File: config.mk
export PLATFORM = sky130hd
export DESIGN_NAME = ipsba_front
export DESIGN_NICKNAME = d
export VERILOG_FILES = /design/src/sv/ipsba_pkg.sv /design/src/sv/ipsba_front.sv
export SDC_FILE = /design/constraint.sdc
export NUM_CORES = 1
export LEC_CHECK = 0
export ABC_AREA = 1
export BUFFER_PORTS_ARGS = -buffer_cell sky130_fd_sc_hd__buf_2
export CAP_MARGIN = 40
export CORE_AREA = 2 2 73 75
export DETAILED_ROUTE_END_ITERATION = 8
export DIE_AREA = 0 0 75 77
export GPL_TIMING_DRIVEN = 0
export PLACE_DENSITY = 0.69
export SYNTH_ARGS = -nofsm -noshare
export SYNTH_HDL_FRONTEND = slang
export SYNTH_SLANG_ARGS = --single-unit
File: constraint.sdc
create_clock -name vclk -period 1.43
set_clock_uncertainty 0.15 [all_clocks]
set_input_delay 0.0715 -clock vclk [all_inputs]
set_output_delay 0.0715 -clock vclk [all_outputs]
set_load 0.05 [all_outputs]
File: src/sv/ipsba_pkg.sv
// shared types and constants for the per-source ipv4 byte accounting block
package ipsba_pkg;

    localparam int S_DATA_W = 88;
    localparam int M_DATA_W = 128;

    localparam logic [7:0]  ETH2_MIN_TYPE = 8'h06;
    localparam logic [7:0]  RAW_MARK      = 8'hFF;
    localparam logic [7:0]  SNAP_SAP      = 8'hAA;
    localparam logic [7:0]  UI_CONTROL    = 8'h03;
    localparam logic [7:0]  IPV4_TYPE_HI  = 8'h08;
    localparam logic [7:0]  IPV4_TYPE_LO  = 8'h00;
    localparam logic [7:0]  VERSION_MASK  = 8'hF0;
    localparam logic [7:0]  VERSION_IPV4  = 8'h40;
    localparam logic [16:0] MIN_WIRE_LEN  = 17'd64;
    localparam logic [16:0] FCS_BYTES     = 17'd4;
    localparam logic [31:0] TOTAL_MAX     = 32'hFFFF_FFFF;

    typedef enum logic [1:0] {
        KIND_ETH2 = 2'd0,
        KIND_RAW  = 2'd1,
        KIND_SNAP = 2'd2,
        KIND_LLC  = 2'd3
    } kind_t;

    // one header as it walks down the cell row
    typedef struct packed {
        kind_t       frame_kind;
        logic [16:0] wire_length;
        logic        is_ipv4;
        logic [31:0] source_address;
        logic [15:0] captured_length;
        logic        found;
        logic        host_new;
        logic [31:0] host_total;
    } item_t;

endpackage

File: src/sv/ipsba_front.sv
// header classification and wire length ahead of the cell row
module ipsba_front (
    input  logic [ipsba_pkg::S_DATA_W-1:0] s_word,
    output ipsba_pkg::item_t               item
);

    logic [7:0]  type_high;
    logic [7:0]  type_low;
    logic [7:0]  byte_fourteen;
    logic [7:0]  byte_fifteen;
    logic [7:0]  byte_sixteen;
    logic [31:0] source_address;
    logic [15:0] captured_length;
    logic [16:0] wire_sum;

    assign type_high       = s_word[7:0];
    assign type_low        = s_word[15:8];
    assign byte_fourteen   = s_word[23:16];
    assign byte_fifteen    = s_word[31:24];
    assign byte_sixteen    = s_word[39:32];
    assign source_address  = s_word[71:40];
    assign captured_length = s_word[87:72];

    assign wire_sum = 17'(captured_length) + ipsba_pkg::FCS_BYTES;

    always_comb begin
        item = '0;
        if (type_high >= ipsba_pkg::ETH2_MIN_TYPE) begin
            item.frame_kind = ipsba_pkg::KIND_ETH2;
        end else if (byte_fourteen == ipsba_pkg::RAW_MARK
                     && byte_fifteen == ipsba_pkg::RAW_MARK) begin
            item.frame_kind = ipsba_pkg::KIND_RAW;
        end else if (byte_fourteen == ipsba_pkg::SNAP_SAP
                     && byte_fifteen == ipsba_pkg::SNAP_SAP
                     && byte_sixteen == ipsba_pkg::UI_CONTROL) begin
            item.frame_kind = ipsba_pkg::KIND_SNAP;
        end else begin
            item.frame_kind = ipsba_pkg::KIND_LLC;
        end
        item.wire_length = (wire_sum < ipsba_pkg::MIN_WIRE_LEN) ?
                           ipsba_pkg::MIN_WIRE_LEN : wire_sum;
        item.is_ipv4 = (type_high == ipsba_pkg::IPV4_TYPE_HI)
                    && (type_low == ipsba_pkg::IPV4_TYPE_LO)
                    && ((byte_fourteen & ipsba_pkg::VERSION_MASK)
                        == ipsba_pkg::VERSION_IPV4);
        item.source_address  = source_address;
        item.captured_length = captured_length;
    end

endmodule

==> impl_metrics.tcl, run 1 <==
set metrics [dict create \
    power_density_nw_per_um2 462 \
    setup_viol 7 \
    fp.dieArea_sq_um 5780 \
    grt_start_max_net_pins 7 \
    setup_total_negative_slack_ns -1.58 \
    crit_path_max_fanout 6 \
    worstPathArrival_ns 1.45 \
    nFlopsAndLatches 0 \
    layout.core_utilization 0.491 \
    design_area_final_sq_um 2450 \
    fmaxAchievable_ghz 0.598 \
    worst_path_max_delay_cell "sky130_fd_sc_hd__xor2_4" \
    synth_cell_type_count 26 \
    detailroute.via_count 1679 \
    crit_family "simple AND/OR/NAND/NOR gates" \
    place_area_sq_um 2220 \
    crit_path_cell_trace "buf_8 -> nand2_2 -> nor2_4 -> nand2_4 -> xor2_4 -> nor2_2 -> nand3_2 -> nor2_4 -> buf_12 -> nor2_4 -> buf_8" \
    slew_viol_final 0 \
    netlist_area_sq_um 1260 \
    worstHoldPathType "primary input to primary output" \
    drt_first_pass_iters 4 \
    yosys-top-cells-area "sky130_fd_sc_hd__buf_4 49%, sky130_fd_sc_hd__nand2_1 10%, sky130_fd_sc_hd__nor2_1 6.6%" \
    synthCells 210 \
    initialDrtViolationCount 18 \
    critical_path_depth 11 \
    type_of_the_setup_path_with_the_least_slack "primary input to primary output" \
    syn_area_per_cell_sq_um 6.00 \
    post_cts_hold_buffer_count 0 \
    post-route-drc-count 0 \
    ys_seq_area_frac 0 \
    worst_path_largest_cell_delay_ns 0.19 \
    synth_top_area_share 0.489 \
    route.detailed.wl_per_inst_um 8.84 \
    area_growth_syn_to_layout_pct 94.1 \
    place.detailed.hpwl_um 3520 \
    path_common_cell "sky130_fd_sc_hd__nor2_4" \
    post_route_cells_drive_above_1_share 0.675 \
    cap_viol_max_count 0 \
    most-common-layout-cells "111 x sky130_fd_sc_hd__buf_2, 92 x sky130_fd_sc_hd__buf_4, 34 x sky130_fd_sc_hd__conb_1, 26 x sky130_fd_sc_hd__nand2_1, 18 x sky130_fd_sc_hd__inv_1" \
    drt-total-wl_um 3940 \
    grt_pass1_vias 1456 \
    run_status "complete, but fails checks" \
    globalRouteOverflowTotal 0 \
    synth-warning-count 0 \
    die_w_um 75 \
    finalCritPeriodShare 1.17 \
    report.final.hold_viol_count 0 \
    route.detailed.vias_per_inst 3.77 \
    synth_top_cell_by_area "sky130_fd_sc_hd__buf_4" \
    critPathCaptureType "primary output" \
    vdd_drop_max_mv 0.308 \
    portBuffers 124 \
    drt.antenna.violating_nets 0 \
    crit_path_start_kind "primary input" \
    hold_depth 2 \
    die_height_um 77 \
    critPathBufInv 3 \
    place_ws_ns -0.634 \
    layout.cells.most_common "sky130_fd_sc_hd__buf_2" \
    place_congestion 0.859 \
    critical_path_required_ns 1.21 \
    grt_use_total 0.117 \
    final.setup.worst_slack_ns -0.242 \
    ioPinCount 190 \
    floorplan.initialDensity 0.253 \
    setup_repair_after_global_routing_missed_its_margin "yes" \
    antenna_violations_before_repair 0 \
    final_hold_slack_ns 0.294 \
    nClkBuffers 0 \
    core-area_sq_um 4980 \
    layout.area.seq_sq_um 0 \
    placement_rows 26 \
    failed_checks "setup timing" \
    first_pass_grt_wire_length_um 5730 \
    total_leakage_power_uw 0.00145 \
    final.min_clock_period_ns 1.67 \
    antennaDiodeCount 0 \
    num-nets-final 466 \
]
-- where the power goes --
part	switching (uW)	total, uW	internal (uW)
combinational	762	1130	368
clock	0	0	0
sequential	0	0	0
total	762	1130	368
-- per-layer routing --
metal  vias to the layer above  global-route usage  part of all wire
met5                         -                   0                 0
met4                         0             0.00179                 0
met3                         0             0.00657             0.097
met2                       105               0.248              0.57
met1                       695               0.125              0.33
li1                        879                   -                 -
-- layout make-up --
cell class	instances	area [sq um]
Fill cell	520	2530
Tap cell	70	87.6
Multi-Input combinational cell	142	890
Inverter	19	71.3
Timing Repair Buffer	132	782
Buffer	82	616
-- Yosys cell counts (all sizes together), types with 2 or more instances --
master / count
nand3: 13
nor2: 30
a21o: 2
nand2: 37
nand4: 7
xor2: 3
buf: 82
inv: 19
nor4: 5
o21bai: 2
-- path summary, 6_finish.rpt --
path / startpoint / end / slack [ns]
worst max-delay path: s_word[74] / item[88] / -0.24
worst min-delay path: s_word[49] / item[59] / 0.29
-- what timing repair did --
action / in CTS / in global routing
pin swaps: 13 / 4
buffers inserted: 6 / 2
gates resized for setup: 38 / 4
endpoints found under the setup margin: 7 / 8
-- metrics by stage --
stage / power [uW] / std cells
after floorplan: 854 / 243
after global placement: 1050 / 437
after detailed placement: 1060 / 437
after CTS: 1120 / 443
after global routing: 1190 / 445
final: 1130 / 445
-- logic make-up after synthesis --
group / after synthesis / share of synthesized area
simple gates: 96 / 0.376
xor+xnor: 4 / 0.0278
compound gates: 7 / 0.0377
buf+inv: 101 / 0.545
fa+ha+maj: 1 / 0.00993
other cells: 1 / 0.00298
Power figures use the tool's default switching activity.
==> run 2, diff against run 1 <==
Settings changed: REMOVE_ABC_BUFFERS from default to 1.
==> run 2 against run 1 <==
Against the previous run:
- clock-buffer cell count is the same
- non-clock buffer count is 85 lower
- flip-flop and latch count unchanged
- routed wire length is 24% higher
- the flow still finishes with violations (setup timing)
- via count shrank 12%
- sequential share of layout area is the same
- critical path type unchanged
- final cell count decreased by 19%
- utilization decreased by 13 points
- critical path depth unchanged
==> impl_metrics.tcl, run 2 (synthesis gave the netlist of run 1 again) <==
set metrics [dict create \
    worst-slew-pin-transition_ns 0.579 \
    worstPathArrival_ns 1.44 \
    critPathCaptureType "primary output" \
    setup_viol 7 \
    finalCritPeriodShare 1.16 \
    cap_viol_max_count 0 \
    fp.dieArea_sq_um 5780 \
    final_hold_slack_ns 0.299 \
    route.detailed.wl_per_inst_um 13.5 \
    drt_first_pass_iters 4 \
    die_w_um 75 \
    slew_viol_final 0 \
    die_height_um 77 \
    drt.antenna.violating_nets 0 \
    final.min_clock_period_ns 1.66 \
    multi_input_area_sq_um 773 \
    place.detailed.hpwl_um 3580 \
    cp-endpoint "item[83]" \
    ioPinCount 190 \
    area_growth_syn_to_layout_pct 44.7 \
    post_route_cells_drive_above_1_share 0.434 \
    nClkBuffers 0 \
    core-area_sq_um 4980 \
    portBuffers 92 \
    setup_total_negative_slack_ns -1.47 \
    nFillCells 538 \
    setup_repair_after_global_routing_missed_its_margin "yes" \
    antenna_violations_before_repair 0 \
    type_of_the_setup_path_with_the_least_slack "primary input to primary output" \
    layout.area.seq_sq_um 0 \
    worstHoldPathType "primary input to primary output" \
    grt_start_max_net_pins 7 \
    floorplan.initialDensity 0.253 \
    drt-total-wl_um 4860 \
    nFlopsAndLatches 0 \
    layout.cells.most_common "sky130_fd_sc_hd__buf_2" \
    fmaxAchievable_ghz 0.603 \
    post-route-drc-count 0 \
    initialDrtViolationCount 20 \
    critical_path_required_ns 1.21 \
    globalRouteOverflowTotal 0 \
    report.final.hold_viol_count 0 \
    grt_pass1_vias 1267 \
    total_leakage_power_uw 0.000977 \
    num-nets-final 381 \
    failed_checks "setup timing" \
    grt_use_total 0.143 \
    place_congestion 0.816 \
    totalPowerFinal_uw 964 \
    run_status "complete, but fails checks" \
    crit_path_max_fanout 6 \
    placement_rows 26 \
    power_density_nw_per_um2 529 \
    vdd_drop_max_mv 0.277 \
    route.detailed.vias_per_inst 4.10 \
    crit_path_start_kind "primary input" \
    slew_headroom 0.613 \
    most-common-layout-cells "81 x sky130_fd_sc_hd__buf_2, 34 x sky130_fd_sc_hd__conb_1, 32 x sky130_fd_sc_hd__dlygate4sd3_1, 30 x sky130_fd_sc_hd__nand2_1" \
    antennaDiodeCount 0 \
    first_pass_grt_wire_length_um 6420 \
    startpoint "s_word[74]" \
    detailroute.via_count 1476 \
    final.setup.worst_slack_ns -0.229 \
]
==> run 2: cell count changes in the layout (fill, tap and decap cells not counted), moves of 3 or more <==
cell / before / now
sky130_fd_sc_hd__nor2_2: 3 / 7
sky130_fd_sc_hd__nand2_4: 4 / 0
sky130_fd_sc_hd__nand2_1: 26 / 30
sky130_fd_sc_hd__nor2_1: 14 / 18
sky130_fd_sc_hd__nor2_4: 13 / 5
sky130_fd_sc_hd__buf_2: 111 / 81
sky130_fd_sc_hd__dlygate4sd3_1: 0 / 32
sky130_fd_sc_hd__buf_4: 92 / 4
sky130_fd_sc_hd__buf_8: 5 / 2
sky130_fd_sc_hd__buf_6: 5 / 8
==> run 2: worst min-delay path by stage <==
stage,start,end,slack [ns],cells after the start
after floorplan,s_word[72],item[34],-0.007,0
after global placement,s_word[43],item[53],-0.007,0
after detailed placement,s_word[43],item[53],-0.007,0
after CTS,s_word[74],item[85],0.27,3
after global routing,s_word[73],item[35],0.31,2
final,s_word[72],item[34],0.30,2
==> run 2: stage by stage <==
| stage | cell area (sq um) | utilization | cells | setup WS, ns |
|---|---|---|---|---|
| after floorplan | 768 | - | 161 | -0.876 |
| after global placement | 1320 | 0.264 | 323 | -0.342 |
| after detailed placement | 1320 | 0.264 | 323 | -0.349 |
| after CTS | 1760 | 0.354 | 357 | -0.189 |
| after global routing | 1820 | 0.366 | 360 | -0.287 |
| final | 1820 | 0.366 | 360 | -0.229 |
==> run 2: timing repair <==
| item | in CTS | in global routing |
|---|---|---|
| setup buffers | 2 | 3 |
| hold buffers | 32 | 0 |
| resized for setup | 30 | 11 |
| hold endpoints to repair | 32 | 0 |
| endpoints found under the setup margin | 8 | 9 |
| cloned | 0 | 0 |
| pin swaps | 10 | 10 |
==> run 2: final cells by class <==
| type | instances | area share |
|---|---|---|
| repair buffers | 129 | 0.489 |
| inverters | 19 | 0.0391 |
| multi-input cells | 142 | 0.424 |
| well taps | 70 | 0.0480 |
==> run 2: worst max-delay path: stages <==
cell and delay [ns]:
sky130_fd_sc_hd__buf_8 0.11, sky130_fd_sc_hd__ha_4 0.17, sky130_fd_sc_hd__nand3_4 0.10, sky130_fd_sc_hd__nor2_4 0.05, sky130_fd_sc_hd__buf_6 0.11, sky130_fd_sc_hd__a21o_2 0.18
sky130_fd_sc_hd__nand2_2 0.09, sky130_fd_sc_hd__nand3_4 0.09, sky130_fd_sc_hd__nor2_4 0.21, sky130_fd_sc_hd__nor2_1 0.09, sky130_fd_sc_hd__buf_6 0.16
==> run 2: power by group <==
group	switching (uW)	leakage (uW)	internal [uW]	total (uW)
logic	739	0.000977	225	964
clock network	0	0	0	0
registers	0	0	0	0
total	739	0.000977	225	964
==> run 2: per-layer routing <==
layer / track usage / up-vias / part of all wire
met4: 0.0125 / 0 / 0.0070
met2: 0.248 / 102 / 0.50
met3: 0.0342 / 4 / 0.11
met1: 0.183 / 662 / 0.39
met5: 0 / - / 0
li1: - / 708 / -
