### config.mk
export PLATFORM = sky130hd
export DESIGN_NAME = ipsba_tail
export DESIGN_NICKNAME = d
export VERILOG_FILES = /design/src/sv/ipsba_pkg.sv /design/src/sv/ipsba_tail.sv
export SDC_FILE = /design/constraint.sdc
export NUM_CORES = 1
export LEC_CHECK = 0
export BUFFER_PORTS_ARGS = -buffer_cell sky130_fd_sc_hd__buf_2
export CORE_MARGIN = 1.5
export CORE_UTILIZATION = 30
export CTS_BUF_LIST = sky130_fd_sc_hd__clkbuf_4 sky130_fd_sc_hd__clkbuf_8
export CTS_CLUSTER_SIZE = 40
export DETAILED_ROUTE_END_ITERATION = 16
export HOLD_SLACK_MARGIN = 0.05
export PLACE_DENSITY_LB_ADDON = 0.05
export SYNTH_ARGS = -nofsm -noshare
export SYNTH_HDL_FRONTEND = slang
export SYNTH_SLANG_ARGS = --single-unit
### constraint.sdc
create_clock -name aclk -period 6.1 [get_ports aclk]
set_input_delay 0 -clock aclk [delete_from_list [all_inputs] [get_ports aclk]]
set_output_delay 0 -clock aclk [all_outputs]
set_load 0.05 [all_outputs]
### src/sv/ipsba_pkg.sv
// shared types and constants for the per-source ipv4 byte accounting block
package ipsba_pkg;

    localparam int S_DATA_W = 88;
    localparam int M_DATA_W = 128;

    localparam logic [7:0]  ETH2_MIN_TYPE = 8'h06;
    localparam logic [7:0]  RAW_MARK      = 8'hFF;
    localparam logic [7:0]  SNAP_SAP      = 8'hAA;
    localparam logic [7:0]  UI_CONTROL    = 8'h03;
    localparam logic [7:0]  IPV4_TYPE_HI  = 8'h08;
    localparam logic [7:0]  IPV4_TYPE_LO  = 8'h00;
    localparam logic [7:0]  VERSION_MASK  = 8'hF0;
    localparam logic [7:0]  VERSION_IPV4  = 8'h40;
    localparam logic [16:0] MIN_WIRE_LEN  = 17'd64;
    localparam logic [16:0] FCS_BYTES     = 17'd4;
    localparam logic [31:0] TOTAL_MAX     = 32'hFFFF_FFFF;

    typedef enum logic [1:0] {
        KIND_ETH2 = 2'd0,
        KIND_RAW  = 2'd1,
        KIND_SNAP = 2'd2,
        KIND_LLC  = 2'd3
    } kind_t;

    // one header as it walks down the cell row
    typedef struct packed {
        kind_t       frame_kind;
        logic [16:0] wire_length;
        logic        is_ipv4;
        logic [31:0] source_address;
        logic [15:0] captured_length;
        logic        found;
        logic        host_new;
        logic [31:0] host_total;
    } item_t;

endpackage

### src/sv/ipsba_tail.sv
// top sender tracking and output register at the end of the cell row
module ipsba_tail #(
    parameter int TABLE_ENTRIES = 64
) (
    input  logic                               aclk,
    input  logic                               aresetn,
    input  logic                               vld_in,
    input  ipsba_pkg::item_t                   item_in,
    input  logic [$clog2(TABLE_ENTRIES)-1:0]   slot_in,
    output logic                               advance,
    output logic                               m_tvalid,
    input  logic                               m_tready,
    output logic [ipsba_pkg::M_DATA_W-1:0]     m_tdata
);

    localparam int SLOT_W = $clog2(TABLE_ENTRIES);

    logic [SLOT_W-1:0]             best_slot_reg;
    logic [SLOT_W-1:0]             best_slot_next;
    logic [31:0]                   best_total_reg;
    logic [31:0]                   best_total_next;
    logic [31:0]                   top_addr_reg;
    logic [31:0]                   top_addr_next;
    logic                          m_tvalid_reg;
    logic [ipsba_pkg::M_DATA_W-1:0] m_tdata_reg;
    logic [ipsba_pkg::M_DATA_W-1:0] m_tdata_next;

    logic              counted;
    logic              dropped;
    logic              take_best;
    logic              top_valid;
    logic [SLOT_W+5:0] slot_ext;
    logic [5:0]        host_slot;

    assign advance = !m_tvalid_reg || m_tready;

    assign counted = item_in.found || item_in.host_new;
    assign dropped = item_in.is_ipv4 && !counted;

    // ties go to the lower slot; the current top always follows its own total
    assign take_best = vld_in && counted
                    && (slot_in == best_slot_reg
                        || item_in.host_total > best_total_reg
                        || (item_in.host_total == best_total_reg
                            && slot_in < best_slot_reg));

    always_comb begin
        best_slot_next  = best_slot_reg;
        best_total_next = best_total_reg;
        top_addr_next   = top_addr_reg;
        if (take_best) begin
            best_slot_next  = slot_in;
            best_total_next = item_in.host_total;
            top_addr_next   = item_in.source_address;
        end
    end

    assign top_valid = (best_total_next != 32'd0);
    assign slot_ext  = {6'd0, slot_in};
    assign host_slot = counted ? slot_ext[5:0] : 6'd0;

    always_comb begin
        m_tdata_next = {3'd0,
                        top_valid,
                        top_valid ? best_total_next : 32'd0,
                        top_valid ? top_addr_next : 32'd0,
                        item_in.host_total,
                        dropped,
                        item_in.host_new,
                        host_slot,
                        item_in.is_ipv4,
                        item_in.wire_length,
                        2'(item_in.frame_kind)};
    end

    always_ff @(posedge aclk) begin
        if (!aresetn) begin
            m_tvalid_reg   <= 1'b0;
            best_slot_reg  <= '0;
            best_total_reg <= 32'd0;
        end else if (advance) begin
            m_tvalid_reg   <= vld_in;
            best_slot_reg  <= best_slot_next;
            best_total_reg <= best_total_next;
        end
    end

    always_ff @(posedge aclk) begin
        if (advance) begin
            top_addr_reg <= top_addr_next;
            m_tdata_reg  <= m_tdata_next;
        end
    end

    assign m_tvalid = m_tvalid_reg;
    assign m_tdata  = m_tdata_reg;

`ifndef NO_ASSERTIONS
    a_new_not_dropped: assert property (@(posedge aclk) disable iff (!aresetn)
        m_tvalid_reg |-> !(m_tdata_reg[26] && m_tdata_reg[27]))
        else $error("new entry and drop flagged on the same word");

    a_best_monotonic: assert property (@(posedge aclk) disable iff (!aresetn)
        1'b1 |=> best_total_reg >= $past(best_total_reg))
        else $error("top total went down");

    a_counted_is_ipv4: assert property (@(posedge aclk) disable iff (!aresetn)
        (vld_in && counted) |-> item_in.is_ipv4)
        else $error("non-ipv4 header was counted");
`endif

endmodule

==> results.md, run 1 <==
* Crit path depth at 8
* Nets@finish at 1,144
* PwrDens at 305 mW/mm^2
* Final hold slack at 0.184 ns
* Crit path launch: best_total_reg[23]
* Register-to-register setup slack at 2.75 ns
* Max cap viols at 0
* Die width at 176 microns
* Tmin final at 3.35 ns
* # setup viols final at 0
* Yosys warns at 0
* TritonCTS Buffers at 17
* Critical path class: register to register
* DP Wirelength at 14.4 mm
* R2r startpoint: best_total_reg[23]
* Placed cell area at 0.0104 sq mm
* Final std cells w/o fill at 1,397
* Vias in the first global route at 6,355
* Critical path endpoint: top_addr_reg[20]
* Slew Limit Fails at 0
* Top cells by area, synth: edfxtp_1 53%, dfxtp_1 8.7%, mux2i_1 7.8%
* Hold_buf cts at 93
* DR WL/cell at 15.5 microns
* Post-route cell area at 0.0117 sq mm
* Drt total wl at 21.6 mm
* Clock sink total at 196
* Overflow after GRT at 0
* Syn Area/Cell at 13.0 sq um
* Post-synth EDFFs at 157
* Mapped cell area at 0.00895 sq mm
* Fin crit share at 54.9%
* Antenna diodes at 0
* Worst-path fanout max at 57
* Worst setup EP type: register
* Max stage delay cell, worst path: buf_4
* Fmax at 299 MHz
* CP Buf/Inv Count at 2
* Share of layout cells above drive strength 1 at 32.4%
* Cell Chain, Critical Path: inv_1 > ha_1 > nand4_1 > nor4_1 > nand3_1 > o21ai_4 > buf_4 > mux2_2
* Die H at 176 microns
* Max Buffers Root-to-Sink at 2
* Crit path largest cell delay at 0.66 ns
* Largest register FFs at 125
* R2r endpoint: top_addr_reg[20]
* Peak supply drop at 126 uV
* Yosys top cell by area: edfxtp_1
* Top_reg_cell synth: edfxtp_1
* Root buffer cell: clkbuf_8
* Post-Place Setup Slack at 2.72 ns
* GRT Total Usage at 14.3%
* First-pass GRT wire length at 33.9 mm
* Post-synthesis sequential area ratio at 61.4%
* Slew headroom at 26.3%
* Setup TNS at 0 ns
* Total number of vias at 6,201
* Crit path max-delay family: simple AND/OR/NAND/NOR gates
* Post-synthesis async set-or-reset flop share at 0%
* H-Tree Level Count at 4
* Clock latency on the worst-skew pair at 0.47 ns
* Pre-antenna DRT Iters at 5
* Final Hold Viols at 0
* Critical path data required time at 6.34 ns
* Starting Density at 30.4%
* Synth-to-layout area growth at 30.8%
* Min-delay worst type: input pin to register
* Kind of start point of the critical path: register
* Post-DR vias/cell at 4.44
* GP Congestion at 0.740
* Port Buffer Count at 222
* Synth top area share at 52.7%
* Post-cts resize count at 0
* Initial antenna violation count at 0
* Die area at 0.0309 sq mm
* Largest net degree at the start of global routing at 85
* Synthesized flop and latch total at 196
* Leak pwr at 4.94 nW
* DRC violation total after the first TritonRoute iteration at 301
* Status: complete, no violations
* Worst setup margin at 2.75 ns
* Worst r2r path cells at 8
* Post-route ant nets at 0
* Slew @ Worst Pin at 1.11 ns
* Synth unique cells at 37
* Number of I/O pins at 242
* Core Area at 0.0295 sq mm
* Rows at 63
* Synth Instances at 686
* Clk_skew at 0.0168 ns
* Residual DRC at 0
* RSZ-0062 raised after global routing: no
* Worst Path Arrival at 3.58 ns
* Filler cell count at 2,882
* Register clock-pin slew on the reported worst setup and hold paths at 0.10 ns
* CTS tree: done
* Placed insts at 1,272
* Post-CTS Setup Inserts at 0
==> routing by layer <==
| layer | track usage [%] | up-vias | routed length [microns] |
|---|---|---|---|
| met1 | 18.0 | 2973 | 9900 |
| met3 | 3.55 | 12 | 1090 |
| met5 | 0 | - | 0 |
| li1 | - | 3064 | - |
| met4 | 3.88 | 0 | 193 |
| met2 | 24.2 | 152 | 10500 |
==> area by class of cell <==
| cell class | instances | area [sq um] | share of cell area, % |
|---|---|---|---|
| Multi-Input combinational cell | 416 | 3070 | 26.2 |
| Tap cell | 390 | 488 | 4.17 |
| Clock buffer | 17 | 234 | 2.00 |
| Inverter | 42 | 158 | 1.35 |
| Timing Repair Buffer | 321 | 2090 | 17.8 |
| Clock inverter | 15 | 178 | 1.52 |
| Sequential cell | 196 | 5500 | 46.9 |
==> cell usage after synthesis, types with 2 or more instances <==
cell      number
nand3_1        4
inv_1         42
nor4_1        17
ha_1          38
mux2_2        59
buf_4          5
nand4_1       14
mux2_1         6
nor2_1         5
or2_2          2
clkbuf_1      17
a21oi_1       15
buf_6          7
o21ai_0        6
nand2_1      149
a211oi_1       2
nand3b_1       2
edfxtp_1     157
buf_8          3
a21o_1         6
dfxtp_1       39
and2_1         2
nor2b_1        6
mux2i_1       70
==> worst min path at each step <==
stage | slack, ns | start | end | cells past startpoint
after detailed placement | 0.18 | item_in[92] | m_tdata[11] | 1
after global routing | 0.20 | item_in[101] | m_tdata[1] | 2
after floorplan | 0.1 | item_in[100] | m_tdata[0] | 0
after global placement | 0.18 | item_in[91] | m_tdata[10] | 1
final | 0.18 | m_tready | m_tvalid | 3
after CTS | 0.17 | m_tready | m_tvalid | 3
==> where the power goes <==
group          total (mW)  switching, mW  internal (mW)
clock               0.904          0.495          0.409
combinational       0.949          0.655          0.294
sequential           1.72         0.0656           1.65
total                3.57           1.22           2.36
==> cells in the final DEF (no fill, tap or decap), types with 4 or more instances in the layout <==
master / instances
nor2b_1: 6
clkbuf_8: 17
mux2_2: 59
buf_4: 6
mux2_1: 6
nand3_1: 4
dlygate4sd3_1: 93
nand4_1: 14
dfxtp_1: 39
a21oi_1: 15
mux2i_1: 70
a21o_1: 6
nand2_1: 148
buf_2: 222
ha_1: 38
o21ai_0: 6
edfxtp_1: 157
nor2_1: 5
nor4_1: 17
inv_1: 42
==> worst reg2reg max path: stages, from the launching register on <==
cell,delay (ns)
dfxtp_1,0.40
inv_1,0.06
ha_1,0.31
nand4_1,0.13
nor4_1,0.64
nand3_1,0.23
o21ai_4,0.17
buf_4,0.66
mux2_2,0.52
==> metrics by stage <==
step	util (%)	power (mW)
floorplan	-	2.45
global placement	35.1	2.65
detailed placement	35.1	2.67
CTS	39.7	3.64
global route	39.7	3.76
finish	39.7	3.57
==> cells by family after synthesis <==
group | after synthesis | synth area share, %
AND/OR/NAND/NOR | 204 | 9.91
flip-flops | 196 | 61.4
multiplexers | 135 | 16.0
buffers and inverters | 76 | 4.56
adder cells (fa/ha/maj) | 38 | 5.31
AO/OA/AOI/OAI | 36 | 2.78
other | 1 | 0.0419
Note: power is estimated with default switching activity, not from simulation.
==> inputs of run 2 (changes only) <==
clock period = 2.7 ns   (was 6.1 ns; I/O delays follow)
==> run 2 against run 1 <==
Net effect: the run now ends with negative setup slack left; fmax is 23% higher; utilization is 3.4 points higher; non-clock buffer count is 67 higher; clock power is 140% higher; first-iteration DRC count is 8.0% higher; global-route usage is 0.89 points higher; critical path type unchanged; largest power group unchanged.
==> results.md, run 2 (synthesized netlist as in run 1, its figures left out) <==
* Status: complete, but fails checks (was complete, no violations)
* Violated checks: negative setup slack
* Min-delay worst type: input pin to register (unchanged)
* Overflow after GRT at 0 (unchanged)
* Fmax at 367 MHz (was 299 MHz)
* Slew headroom at 38.6% (was 26.3%)
* GP Congestion at 0.760 (was 0.740)
* Slew @ Worst Pin at 0.920 ns (was 1.11 ns)
* Tmin final at 2.72 ns (was 3.35 ns)
* Placed cell area at 0.0108 sq mm (was 0.0104 sq mm)
* Synth-to-layout area growth at 41.9% (was 30.8%)
* Post-Place Setup Slack at -0.125 ns (was 2.72 ns)
* Die area at 0.0309 sq mm (unchanged)
* Number of I/O pins at 242 (unchanged)
* RSZ-0062 raised after global routing: yes (was no)
* Design Power at 8.47 mW (was 3.57 mW)
* Setup TNS at -0.251 ns (was 0 ns)
* Leak pwr at 5.44 nW (was 4.94 nW)
* Worst-path fanout max at 8 (was 57)
* Clk_skew at 0.0136 ns (was 0.0168 ns)
* Fin crit share at 101% (was 54.9%)
* Total number of vias at 6,560 (was 6,201)
* Nets@finish at 1,211 (was 1,144)
* Rows at 63 (unchanged)
* Critical path data required time at 2.94 ns (was 6.34 ns)
* Seq pwr share at 45.8% (was 48.1%)
* Die width at 176 microns (unchanged)
* Worst setup margin at -0.0229 ns (was 2.75 ns)
* Root buffer cell: clkbuf_8 (unchanged)
* Filler cell count at 2,858 (was 2,882)
* Worst setup EP type: register (unchanged)
* Pre-antenna DRT Iters at 6 (was 5)
* Clock latency on the worst-skew pair at 0.47 ns (about the same)
* Share of layout cells above drive strength 1 at 40.4% (was 32.4%)
* Port Buffer Count at 222 (unchanged)
* TritonCTS Buffers at 17 (unchanged)
* Register-to-register setup slack at -0.02 ns (was 2.75 ns)
* Switching power at 2.82 mW (was 1.22 mW)
* Post-DR vias/cell at 4.48 (was 4.44)
* Critical path class: register to register (unchanged)
* Internal power component at 5.65 mW (was 2.36 mW)
* DP Wirelength at 15.0 mm (was 14.4 mm)
* GRT Total Usage at 15.1% (was 14.3%)
* CTS tree: done (unchanged)
* Clock sink total at 196 (unchanged)
* Most frequent cells in the layout: 222 x buf_2, 157 x edfxtp_1, 148 x nand2_1 (unchanged)
* Final Hold Viols at 0 (unchanged)
* Max Buffers Root-to-Sink at 2 (unchanged)
* DR WL/cell at 16.4 microns (was 15.5 microns)
* PwrDens at 667 mW/mm^2 (was 305 mW/mm^2)
* Register clock-pin slew on the reported worst setup and hold paths at 0.11 ns (was 0.10 ns)
* Final std cells w/o fill at 1,464 (was 1,397)
* Core Area at 0.0295 sq mm (unchanged)
* Starting Density at 30.4% (unchanged)
* Clock power share at 25.5% (was 25.3%)
* First-pass GRT wire length at 36.1 mm (was 33.9 mm)
* Slew Limit Fails at 0 (unchanged)
* Commonest non-fill, non-tap cell in the layout: buf_2 (unchanged)
* Die H at 176 microns (unchanged)
* Kind of start point of the critical path: register (unchanged)
* Initial antenna violation count at 0 (unchanged)
* Placed insts at 1,317 (was 1,272)
* H-Tree Level Count at 4 (unchanged)
* Peak supply drop at 281 uV (was 126 uV)
* DRC violation total after the first TritonRoute iteration at 325 (was 301)
* Post-route cell area at 0.0127 sq mm (was 0.0117 sq mm)
* Antenna diodes at 0 (unchanged)
* Largest net degree at the start of global routing at 160 (was 85)
* Vias in the first global route at 6,800 (was 6,355)
* Residual DRC at 0 (unchanged)
* Worst Path Arrival at 2.96 ns (was 3.58 ns)
* Max cap viols at 0 (unchanged)
* Sw Ratio at 33.3% (was 34.0%)
* Largest register FFs at 125 (unchanged)
* Post-route ant nets at 0 (unchanged)
* Drt total wl at 24.0 mm (was 21.6 mm)
* # setup viols final at 23 (was 0)
* Combinational Power Share at 28.6% (was 26.6%)
==> run 2: cell types whose count changed in the layout (fill, tap and decap cells not counted), sizes merged <==
| cell | previous run | this run |
|---|---|---|
| buf | 228 | 291 |
| bufinv | 3 | 4 |
| clkbuf | 17 | 25 |
| clkinv | 5 | 2 |
| clkinvlp | 3 | 2 |
| inv | 46 | 45 |
==> run 2: cell type report <==
cell class	count	area [sq um]	share of cell area (%)
Multi-Input combinational cell	416	3280	25.8
Timing Repair Buffer	388	2820	22.2
Clock buffer	21	264	2.08
Sequential cell	196	5520	43.4
Clock inverter	11	175	1.38
Tap cell	390	488	3.84
Inverter	42	158	1.24
==> run 2: final timing paths <==
kind	startpoint	cells past startpoint	to
hold / removal	aresetn	4	best_total_reg[21]
setup / recovery	best_slot_reg[4]	11	top_addr_reg[27]
hold reg to reg	best_slot_reg[3]	2	best_slot_reg[3]
setup reg to reg	best_slot_reg[4]	11	top_addr_reg[27]
==> run 2: metrics by stage <==
step	utilization, %	hold slack [ns]
after global routing	43.1	0.193
after detailed placement	36.5	0.179
after CTS	41.7	0.184
after global placement	36.5	0.177
final	43.1	0.219
after floorplan	-	0.0989
==> run 2: timing repair <==
item,4_1_cts,5_1_grt
hold buffers,93,0
pin swaps,6,15
gates cloned,2,6
buffers inserted,6,8
resized for setup,16,49
setup endpoints to repair,85,125
hold endpoints to repair,195,0
==> run 2: layer usage <==
layer | wire, microns | track usage (%) | vias to the layer above | part of all wire [%]
li1 | - | - | 3199 | -
met5 | 0 | 0 | - | 0
met4 | 328 | 4.81 | 0 | 1.4
met3 | 1120 | 3.18 | 17 | 4.7
met1 | 11000 | 19.2 | 3193 | 46
met2 | 11600 | 25.8 | 151 | 48
==> run 2: power groups by stage <==
stage | clock, mW | sequential, mW | combinational, mW
2_1_floorplan | 0 | 4.84 | 0.688
3_3_place_gp | 0 | 3.94 | 2.14
3_5_place_dp | 0 | 3.95 | 2.17
4_1_cts | 2.25 | 3.88 | 2.33
5_1_grt | 2.34 | 3.93 | 2.59
6_report | 2.16 | 3.88 | 2.43
==> run 2: critical path, cell delays in order, from the launching register on <==
cell and delay [ns]:
dfxtp_2 0.35, inv_2 0.05, ha_4 0.21, a21o_1 0.16, a21oi_2 0.14, nand3b_1 0.14
a2111oi_4 0.41, nor2_2 0.10, o21ai_4 0.22, buf_12 0.21, clkbuf_16 0.18, mux2_2 0.34
