File: src/sv/ipsba_pkg.sv
// shared types and constants for the per-source ipv4 byte accounting block
package ipsba_pkg;

    localparam int S_DATA_W = 88;
    localparam int M_DATA_W = 128;

    localparam logic [7:0]  ETH2_MIN_TYPE = 8'h06;
    localparam logic [7:0]  RAW_MARK      = 8'hFF;
    localparam logic [7:0]  SNAP_SAP      = 8'hAA;
    localparam logic [7:0]  UI_CONTROL    = 8'h03;
    localparam logic [7:0]  IPV4_TYPE_HI  = 8'h08;
    localparam logic [7:0]  IPV4_TYPE_LO  = 8'h00;
    localparam logic [7:0]  VERSION_MASK  = 8'hF0;
    localparam logic [7:0]  VERSION_IPV4  = 8'h40;
    localparam logic [16:0] MIN_WIRE_LEN  = 17'd64;
    localparam logic [16:0] FCS_BYTES     = 17'd4;
    localparam logic [31:0] TOTAL_MAX     = 32'hFFFF_FFFF;

    typedef enum logic [1:0] {
        KIND_ETH2 = 2'd0,
        KIND_RAW  = 2'd1,
        KIND_SNAP = 2'd2,
        KIND_LLC  = 2'd3
    } kind_t;

    // one header as it walks down the cell row
    typedef struct packed {
        kind_t       frame_kind;
        logic [16:0] wire_length;
        logic        is_ipv4;
        logic [31:0] source_address;
        logic [15:0] captured_length;
        logic        found;
        logic        host_new;
        logic [31:0] host_total;
    } item_t;

endpackage

File: src/sv/ipsba_cell.sv
// one table slot: holds a source and its total, passes the header on each cycle that the row advances
module ipsba_cell #(
    parameter int TABLE_ENTRIES = 64,
    parameter int CELL_INDEX    = 0
) (
    input  logic                                 aclk,
    input  logic                                 aresetn,
    input  logic                                 advance,
    input  logic [$clog2(TABLE_ENTRIES+1)-1:0]   entry_count,
    input  logic                                 vld_in,
    input  ipsba_pkg::item_t                     item_in,
    input  logic [$clog2(TABLE_ENTRIES)-1:0]     slot_in,
    output logic                                 vld_out,
    output ipsba_pkg::item_t                     item_out,
    output logic [$clog2(TABLE_ENTRIES)-1:0]     slot_out,
    output logic                                 claim
);

    localparam int SLOT_W = $clog2(TABLE_ENTRIES);
    localparam int CNT_W  = $clog2(TABLE_ENTRIES + 1);
    localparam logic [CNT_W-1:0]  IDX_CNT  = CNT_W'(CELL_INDEX);
    localparam logic [SLOT_W-1:0] IDX_SLOT = SLOT_W'(CELL_INDEX);

    logic [31:0]       addr_reg;
    logic [31:0]       total_reg;
    logic              vld_reg;
    ipsba_pkg::item_t  item_reg;
    ipsba_pkg::item_t  item_next;
    logic [SLOT_W-1:0] slot_reg;
    logic [SLOT_W-1:0] slot_next;

    logic        searching;
    logic        hit;
    logic [32:0] sum;
    logic [31:0] sat_total;

    // slots below the fill count are occupied
    assign searching = vld_in && item_in.is_ipv4 && !item_in.found && !item_in.host_new;
    assign hit       = searching && (IDX_CNT < entry_count)
                    && (addr_reg == item_in.source_address);
    assign claim     = searching && (entry_count == IDX_CNT);

    assign sum       = {1'b0, total_reg} + 33'(item_in.captured_length);
    assign sat_total = sum[32] ? ipsba_pkg::TOTAL_MAX : sum[31:0];

    always_comb begin
        item_next = item_in;
        slot_next = slot_in;
        if (hit) begin
            item_next.found      = 1'b1;
            item_next.host_total = sat_total;
            slot_next            = IDX_SLOT;
        end else if (claim) begin
            item_next.host_new   = 1'b1;
            item_next.host_total = 32'(item_in.captured_length);
            slot_next            = IDX_SLOT;
        end
    end

    always_ff @(posedge aclk) begin
        if (!aresetn) begin
            vld_reg <= 1'b0;
        end else if (advance) begin
            vld_reg <= vld_in;
        end
    end

    always_ff @(posedge aclk) begin
        if (advance) begin
            item_reg <= item_next;
            slot_reg <= slot_next;
            if (hit) begin
                total_reg <= sat_total;
            end else if (claim) begin
                addr_reg  <= item_in.source_address;
                total_reg <= 32'(item_in.captured_length);
            end
        end
    end

    assign vld_out  = vld_reg;
    assign item_out = item_reg;
    assign slot_out = slot_reg;

endmodule

File: config.mk
export PLATFORM = sky130hd
export DESIGN_NAME = ipsba_cell
export DESIGN_NICKNAME = d
export VERILOG_FILES = /design/src/sv/ipsba_pkg.sv /design/src/sv/ipsba_cell.sv
export SDC_FILE = /design/constraint.sdc
export NUM_CORES = 1
export LEC_CHECK = 0
export BUFFER_PORTS_ARGS = -buffer_cell sky130_fd_sc_hd__buf_2
export CAP_MARGIN = 5
export CORE_AREA = 10 10 175 177
export CTS_CLUSTER_DIAMETER = 40
export DETAILED_ROUTE_END_ITERATION = 10
export DIE_AREA = 0 0 185 187
export GPL_TIMING_DRIVEN = 0
export PLACE_DENSITY = 0.5
export SETUP_SLACK_MARGIN = 0.1
export SLEW_MARGIN = 20
export SYNTH_ARGS = -nofsm -noshare
export SYNTH_HDL_FRONTEND = slang
export SYNTH_SLANG_ARGS = --single-unit
File: constraint.sdc
create_clock -name aclk -period 3.75 [get_ports aclk]
set_input_delay 0.75 -clock aclk [delete_from_list [all_inputs] [get_ports aclk]]
set_output_delay 0.75 -clock aclk [all_outputs]
set_load 0.01 [all_outputs]
==> impl_results.md, run 1 <==
- Clk Tree Root Cell: clkbuf_16
- P&R area growth vs syn: 28.2%
- Clk_skew: approximately 0.011 ns
- Sequential cell area: 5180 µm²
- Die height: ~190 µm
- I/O Pins: between 200 and 250
- RSZ-0062 raised after global routing: no
- Synth cell count leaders: edfxtp_1 (172), a21oi_1 (64), nor2_1 (54), xnor2_1 (37), nand2_1 (31)
- Final period demand of the worst path: 3.35 ns
- Worst Hold End: item_out[87]$_DFFE_PP_
- Setup CP Type: input port to primary output
- Largest register FFs: ~100
- Switching power: between 0.001 and 0.0015 W
- Post-Synthesis Cell Area: about 8000 µm²
- Multi-input gate area: 2700 µm²
- Pin count of the biggest net entering global routing: 67
- Synth area leader: edfxtp_1
- Setup crit start kind: input port
- Total number of vias: 5798
- DR top layer: met5
- Clock network power share: ~40%
- Vias in the first global route: 6189
- Hold Crit Depth: 1
- Post-route insts no fill: 1209
- Final count of hold timing violations: 0
- Internal power: between 0.003 and 0.004 W
- First DRT Iteration DRCs: between 300 and 400
- Clock Sinks: between 150 and 200
- Dpl hpwl: about 18000 µm
- Post-synthesis register bit count: roughly 170
- Leak pwr: 3.98 nW
- Max_cap viols: 0
- Routed WL: roughly 23000 µm
- Initial DRT Pass Iterations: 4
- Reg clk slew, reported paths: roughly 0.080 ns
- Drt wl/cell: about 19 µm
- IO Port Bufs: 228
- Seq/Total Area, Yosys: approximately two thirds
- Die width: ~190 µm
- Die ar.: 34600 µm²
- Row count: 61
- Async set-reset flop share out of synthesis: 0%
- Fin. max-slew vios: 0
- Slew of the pin with the lowest slew margin: 0.776 ns
- Met2 WL: between 10000 and 15000 µm
- CTS resizes: 0
- Hold buffer count at CTS: 0
- Total grt overflow: 0
- R2r setup slk: 0.74 ns
- Met1 wire length: ~10000 µm
- Overall power: around 0.0045 W
- H-tree Lvls: 4
- Reg-to-Reg Start: total_reg[15]$_DFFE_PP_
- Setup Viol. Count Final: 0
- Main flop type after synthesis: edfxtp_1
- Global-route wire length before repair: between 30000 and 40000 µm
- RR Endpoint: total_reg[15]$_DFFE_PP_
- Met3 WL: about 2400 µm
- Register share of total power: 50.2%
- Yosys cell types: 62
- Crit path DAT: around 2.6 ns
- Syn avg cell area: 13.4 µm²
- Synth Warn #: 0
- Max clock buf depth: 2
- Final Wtd Congestion: around 0.82
- Nets: between 900 and 1000
- Residual DRC: 0
- Hold Crit Start: item_in[87]
- Crit share post-route: 89.5%
- Detail-routed via count per cell: 4.80
- CTS tree: built
- Synth top area share: 64.5%
- Hold WS: 0.493 ns
- Maximum vdd ir drop: between 200 and 250 µV
- Status: finished clean
- Layout cell share with drive strength beyond 1: 35.5%
- Num CTS Buffers: 17
- Area contributors post-synth: edfxtp_1 (64%), xnor2_1 (4.0%), a21oi_1 (4.0%), nor2_1 (2.5%), ha_1 (2.5%)
- Initial antenna violation count: 7
- Critical path required time: 3.00 ns
- Setup repair bufs after CTS: 0
- Sw frac: between 20 and 30%
- Number of flops mapped to enable cells by yosys: ~170
- Worst Setup SP: entry_count[3]
- Worst hold path type: input port to register
- Placed cell count: between 1000 and 1500
- Initial Util: 29.3%
- Reg2Reg Depth: 9
- PD cells: ~440 nW/µm²
- Crit path max fanout: 10
- CORE AREA: 27300 µm²
- Fmax: approximately 300 MHz
- Kind of capture point of the worst setup path: primary output
- Filler instances: between 2000 and 3000
- GRT Total Usage: a little over an eighth
- Clock Latency Late Sink: 0.43 ns
- Final ANT Viol Nets: 0
- Logic pwr share: 9.6%
- Mapped Cells: 597
- Count leader, synth: edfxtp_1
- Net Count, Synth: between 700 and 800
- Max_slew headroom: between 40 and 50%
==> area by class of cell <==
| cell class | instances | area share, % |
|---|---|---|
| diodes | 3 | 0.0731 |
| clock buffers | 17 | 4.14 |
| plain buffers | 21 | 1.11 |
| multi-input cells | 395 | 26.3 |
| inverters | 8 | 0.292 |
| repair buffers | 231 | 12.0 |
| well taps | 346 | 4.21 |
| flip-flops and latches | 173 | 50.5 |
| clock inverters | 15 | 1.49 |
==> layout by cell type (no fill, tap or decap), types with 16 or more instances in the layout <==
master     netlist  final
nor2_1          54     52
edfxtp_1       172    172
ha_1            16     16
o21ai_0         18     18
a21oi_1         64     64
nand2_1         31     31
buf_2            9    236
xor2_1          16     16
mux2_2          17     17
xnor2_1         37     37
clkbuf_16        0     17
==> how the worst max path moves through the flow <==
stage                              endpoint  slack [ns]
floorplan            total_reg[0]$_DFFE_PP_        0.43
global route                          claim        0.20
CTS                                   claim        0.33
global placement    total_reg[10]$_DFFE_PP_       -1.12
finish                                claim        0.40
detailed placement  total_reg[10]$_DFFE_PP_        0.02
==> worst max-delay path, stage by stage <==
cell and delay [ns]:
buf_2 0.11, or4_1 0.53, nor4_2 0.35, nand2_1 0.16, clkbuf_1 0.37, inv_1 0.17
buf_2 0.18
==> metrics by stage <==
step	setup slack [ns]	utilization, %	instance area, µm²	setup TNS, ns
2_1_floorplan	0.426	-	8020	0
3_3_place_gp	-1.12	35.1	9590	-69.44
3_5_place_dp	0.0207	35.5	9690	0
4_1_cts	0.327	37.6	10300	0
5_1_grt	0.195	37.6	10300	0
6_report	0.395	37.6	10300	0
==> cells by family (layout without fill, tap and decap cells) <==
kind of cell	Yosys count	count (layout)	share of synthesized area, %
AO/OA/AOI/OAI	134	134	10.4
XOR/XNOR	53	53	5.79
adder cells (fa/ha/maj)	17	17	2.75
buffers and inverters	29	292	1.80
flip-flops	173	173	64.7
multiplexers	26	26	3.51
other	0	3	0
AND/OR/NAND/NOR	165	165	11.1
==> routing by layer <==
layer / vias to the layer above / GRT usage [%]
met3: 18 / 5.94
li1: 2800 / -
met2: 213 / 20.7
met5: - / 0
met4: 8 / 3.10
met1: 2759 / 16.5
==> power by group through the flow <==
stage          logic, W  registers, W  clock network (W)
3_5_place_dp   0.000436       0.00229                  0
4_1_cts        0.000437       0.00225            0.00185
2_1_floorplan  0.000131       0.00235                  0
6_report       0.000429       0.00225            0.00180
5_1_grt        0.000476       0.00226            0.00194
3_3_place_gp   0.000429       0.00229                  0
Note: power is estimated with default switching activity, not from simulation.
==> run 2: changes to the inputs <==
--- a/config.mk
+++ b/config.mk
@@ -5,14 +5,16 @@
 export SDC_FILE = /design/constraint.sdc
 export NUM_CORES = 1
 export LEC_CHECK = 0
+export ABC_AREA = 1
 export BUFFER_PORTS_ARGS = -buffer_cell sky130_fd_sc_hd__buf_2
 export CAP_MARGIN = 5
-export CORE_AREA = 10 10 175 177
+export CORE_AREA = 10 10 181 183
 export CTS_CLUSTER_DIAMETER = 40
 export DETAILED_ROUTE_END_ITERATION = 10
-export DIE_AREA = 0 0 185 187
+export DIE_AREA = 0 0 191 193
 export GPL_TIMING_DRIVEN = 0
 export PLACE_DENSITY = 0.5
+export REMOVE_ABC_BUFFERS = 1
 export SETUP_SLACK_MARGIN = 0.1
 export SLEW_MARGIN = 20
 export SYNTH_ARGS = -nofsm -noshare
==> run 2 against run 1 <==
- sequential share of layout area shrank 2.9 points
- area after synthesis is 7.3% higher
- combinational power barely moved
- global-route usage about the same
- total power rose by 2.2%
- critical endpoint is now total_reg[16]$_SDFFCE_PP0P_
- largest power group unchanged
==> impl_results.md, run 2 <==
- Placed cell count: 1471 (was 1174)
- Crit share post-route: 83.7% (was 89.5%)
- Reg clk slew, reported paths: 0.07 ns (was 0.08 ns)
- Overall power: 0.00457 W (was 0.00448 W)
- Critical path required time: 3.89 ns (was 3.00 ns)
- Crit path DAT: 3.28 ns (was 2.60 ns)
- Synth top area share: 60.1% (was 64.5%)
- Nets: 1236 (was 983)
- Count leader, synth: nand2_1 (was edfxtp_1)
- CTS tree: built (unchanged)
- Initial DRT Pass Iterations: 5 (was 4)
- Max_slew headroom: 44.1% (was 47.6%)
- Vias in the first global route: 6590 (was 6189)
- RSZ-0062 raised after global routing: no (unchanged)
- CORE AREA: 29200 µm² (was 27300 µm²)
- Clock Latency Late Sink: 0.44 ns (was 0.43 ns)
- Final instance area: 10900 µm² (was 10300 µm²)
- Final Wtd Congestion: 0.843 (was 0.817)
- Place WS: -0.262 ns (was 0.0207 ns)
- Pin count of the biggest net entering global routing: 73 (was 67)
- Area contributors post-synth: edfxtp_1 (60%), nand2_1 (14%), inv_1 (4.0%), xnor2_1 (3.4%), nand3_1 (3.3%) (was edfxtp_1 (64%), xnor2_1 (4.0%), a21oi_1 (4.0%), nor2_1 (2.5%), ha_1 (2.5%))
- Drt wl/cell: 16.1 µm (was 19.3 µm)
- Placed instance area: 10300 µm² (was 9690 µm²)
- Residual DRC: 0 (unchanged)
- Fin worst setup slack: 0.610 ns (was 0.395 ns)
- Clock Sinks: 173 (unchanged)
- Die width: 191 µm (was 185 µm)
- Global-route wire length before repair: 37600 µm (was 35600 µm)
- Synth area leader: edfxtp_1 (unchanged)
- Mapped Cells: 863 (was 597)
- Synth cell count leaders: nand2_1 (317), edfxtp_1 (172), inv_1 (92), nor2_1 (60), nand3_1 (57) (was edfxtp_1 (172), a21oi_1 (64), nor2_1 (54), xnor2_1 (37), nand2_1 (31))
- Post-Synthesis Cell Area: 8600 µm² (was 8010 µm²)
- I/O Pins: 229 (unchanged)
- Maximum vdd ir drop: 306 µV (was 247 µV)
- Setup repair bufs after CTS: 0 (unchanged)
- First DRT Iteration DRCs: 330 (was 345)
- Layout cell share with drive strength beyond 1: 27.9% (was 35.5%)
- Main flop type after synthesis: edfxtp_1 (unchanged)
- Syn avg cell area: 9.96 µm² (was 13.4 µm²)
- Crit-path cells: buf_2 > xnor2_1 > nand3_1 > nor2_1 > nand4_4 > a21oi_4 > buf_16 (was buf_2 > or4_1 > nor4_2 > nand2_1 > clkbuf_1 > inv_1 > buf_2)
- Post-route insts no fill: 1504 (was 1209)
- Max_cap viols: 0 (unchanged)
- Final period demand of the worst path: 3.14 ns (was 3.35 ns)
- Setup Viol. Count Final: 0 (unchanged)
- Seq/Total Area, Yosys: 60.3% (was 64.7%)
- Row count: 63 (was 61)
- Largest register FFs: 102 (unchanged)
- Num CTS Buffers: 17 (unchanged)
- H-tree Lvls: 4 (unchanged)
- Synth Warn #: 0 (unchanged)
- Fmax: 318 MHz (was 298 MHz)
- Routed WL: 24200 µm (was 23400 µm)
- Final count of hold timing violations: 0 (unchanged)
- Dpl hpwl: 18500 µm (was 17900 µm)
- Async set-reset flop share out of synthesis: 0% (unchanged)
- Setup CP Type: input port to register (was input port to primary output)
- Initial Util: 29.4% (was 29.3%)
- Clk Tree Root Cell: clkbuf_16 (unchanged)
- Setup crit start kind: input port (unchanged)
- CP max-delay cell: a21oi_4 (was or4_1)
- Crit-path max cell delay: 0.77 ns (was 0.53 ns)
- Kind of capture point of the worst setup path: register (was primary output)
- Slew of the pin with the lowest slew margin: 0.838 ns (was 0.776 ns)
- P&R area growth vs syn: 26.7% (was 28.2%)
- Worst hold path type: input port to register (unchanged)
- Total grt overflow: 0 (unchanged)
- Final ANT Viol Nets: 0 (unchanged)
- Leak pwr: 5.00 nW (was 3.98 nW)
- Hold buffer count at CTS: 0 (unchanged)
- Number of flops mapped to enable cells by yosys: 172 (unchanged)
- Fin. max-slew vios: 0 (unchanged)
- Post-synthesis register bit count: 173 (unchanged)
- CTS resizes: 0 (unchanged)
- Initial antenna violation count: 2 (was 7)
- Most common cell after layout, fill and taps aside: nand2_1 (was buf_2)
- Die ar.: 36900 µm² (was 34600 µm²)
- Status: finished clean (unchanged)
- Total number of vias: 6447 (was 5798)
- Crit path max fanout: 35 (was 10)
- Die height: 193 µm (was 187 µm)
- Yosys cell types: 40 (was 62)
- IO Port Bufs: 228 (unchanged)
- GRT Total Usage: 13.3% (about the same)
- Detail-routed via count per cell: 4.29 (was 4.80)
- Clk_skew: 0.0113 ns (was 0.0111 ns)
- Max clock buf depth: 2 (unchanged)
- PD cells: 420 nW/µm² (was 436 nW/µm²)
- Most frequent cells in the layout: nand2_1 (317), buf_2 (227), edfxtp_1 (172), inv_1 (92), nor2_1 (59) (was buf_2 (236), edfxtp_1 (172), a21oi_1 (64), nor2_1 (52), xnor2_1 (37))
## run 2: cell count changes in the layout (fill, tap and decap cells not counted), moves of 10 or more
cell / before / now
nand3_1: 14 / 57
a31oi_1: 10 / 0
o21ai_2: 0 / 10
and3_1: 11 / 0
a21oi_1: 64 / 9
o21ai_0: 18 / 3
nand2_1: 31 / 317
inv_1: 8 / 92
and4_1: 10 / 0
mux2_2: 17 / 0
nand4_1: 14 / 4
## run 2: cells by family after synthesis
| group | count (synthesis) | synth area share [%] |
|---|---|---|
| DFF | 173 | 60.3 |
| adders and majority gates | 17 | 2.56 |
| AOI/OAI and AO/OA | 30 | 2.37 |
| and+or+nand+nor | 487 | 24.7 |
| buffers and inverters | 110 | 5.40 |
| xor gates and xnor gates | 46 | 4.69 |
## run 2: path summary, 6_finish.rpt
check | from | end | slack (ns) | depth (start not counted)
worst max-delay path | item_in[59] | total_reg[16]$_SDFFCE_PP0P_ | 0.61 | 7
worst min-delay path | item_in[101] | item_out[101]$_DFFE_PP_ | 0.48 | 1
worst max register to register | addr_reg[9]$_DFFE_PP_ | total_reg[16]$_SDFFCE_PP0P_ | 0.69 | 6
worst min register to register | vld_out$_SDFFE_PN0P_ | vld_out$_SDFFE_PN0P_ | 0.52 | 2
## run 2: where the power goes
group | internal, W | switching, W
clock | 0.00107 | 0.000834
combinational | 0.000172 | 0.000255
sequential | 0.00223 | 0.0000200
total | 0.00347 | 0.00111
## run 2: area by class of cell
class / count / area [µm²]
clock inverters: 14 / 188
inverters: 96 / 360
fillers: 3026 / 18300
flip-flops and latches: 173 / 5180
repair buffers: 232 / 1260
multi-input cells: 580 / 2990
well taps: 390 / 488
diodes: 1 / 2.50
clock buffers: 18 / 429
## run 2: per-stage QoR
stage               hold WS (ns)  setup TNS [ns]  util, %
floorplan                  0.543           -7.07        -
global route               0.454               0     37.3
global placement           0.496         -145.14     34.6
CTS                        0.454               0     37.2
finish                     0.482               0     37.3
detailed placement         0.513           -7.79     35.1
## run 2: per-layer routing
layer | global-route usage [%] | share of wire (%) | vias up
met2 | 21.3 | 47 | 154
li1 | - | - | 3303
met5 | 0 | 0.029 | -
met4 | 3.97 | 1.2 | 2
met1 | 17.4 | 47 | 2969
met3 | 3.38 | 5.4 | 19
## run 2: critical path: cells and delay by family
family                 cells  cell delay (ns)
XOR/XNOR                   1             0.30
AO/OA/AOI/OAI              1             0.77
AND/OR/NAND/NOR            3             1.06
buffers and inverters      2             0.37
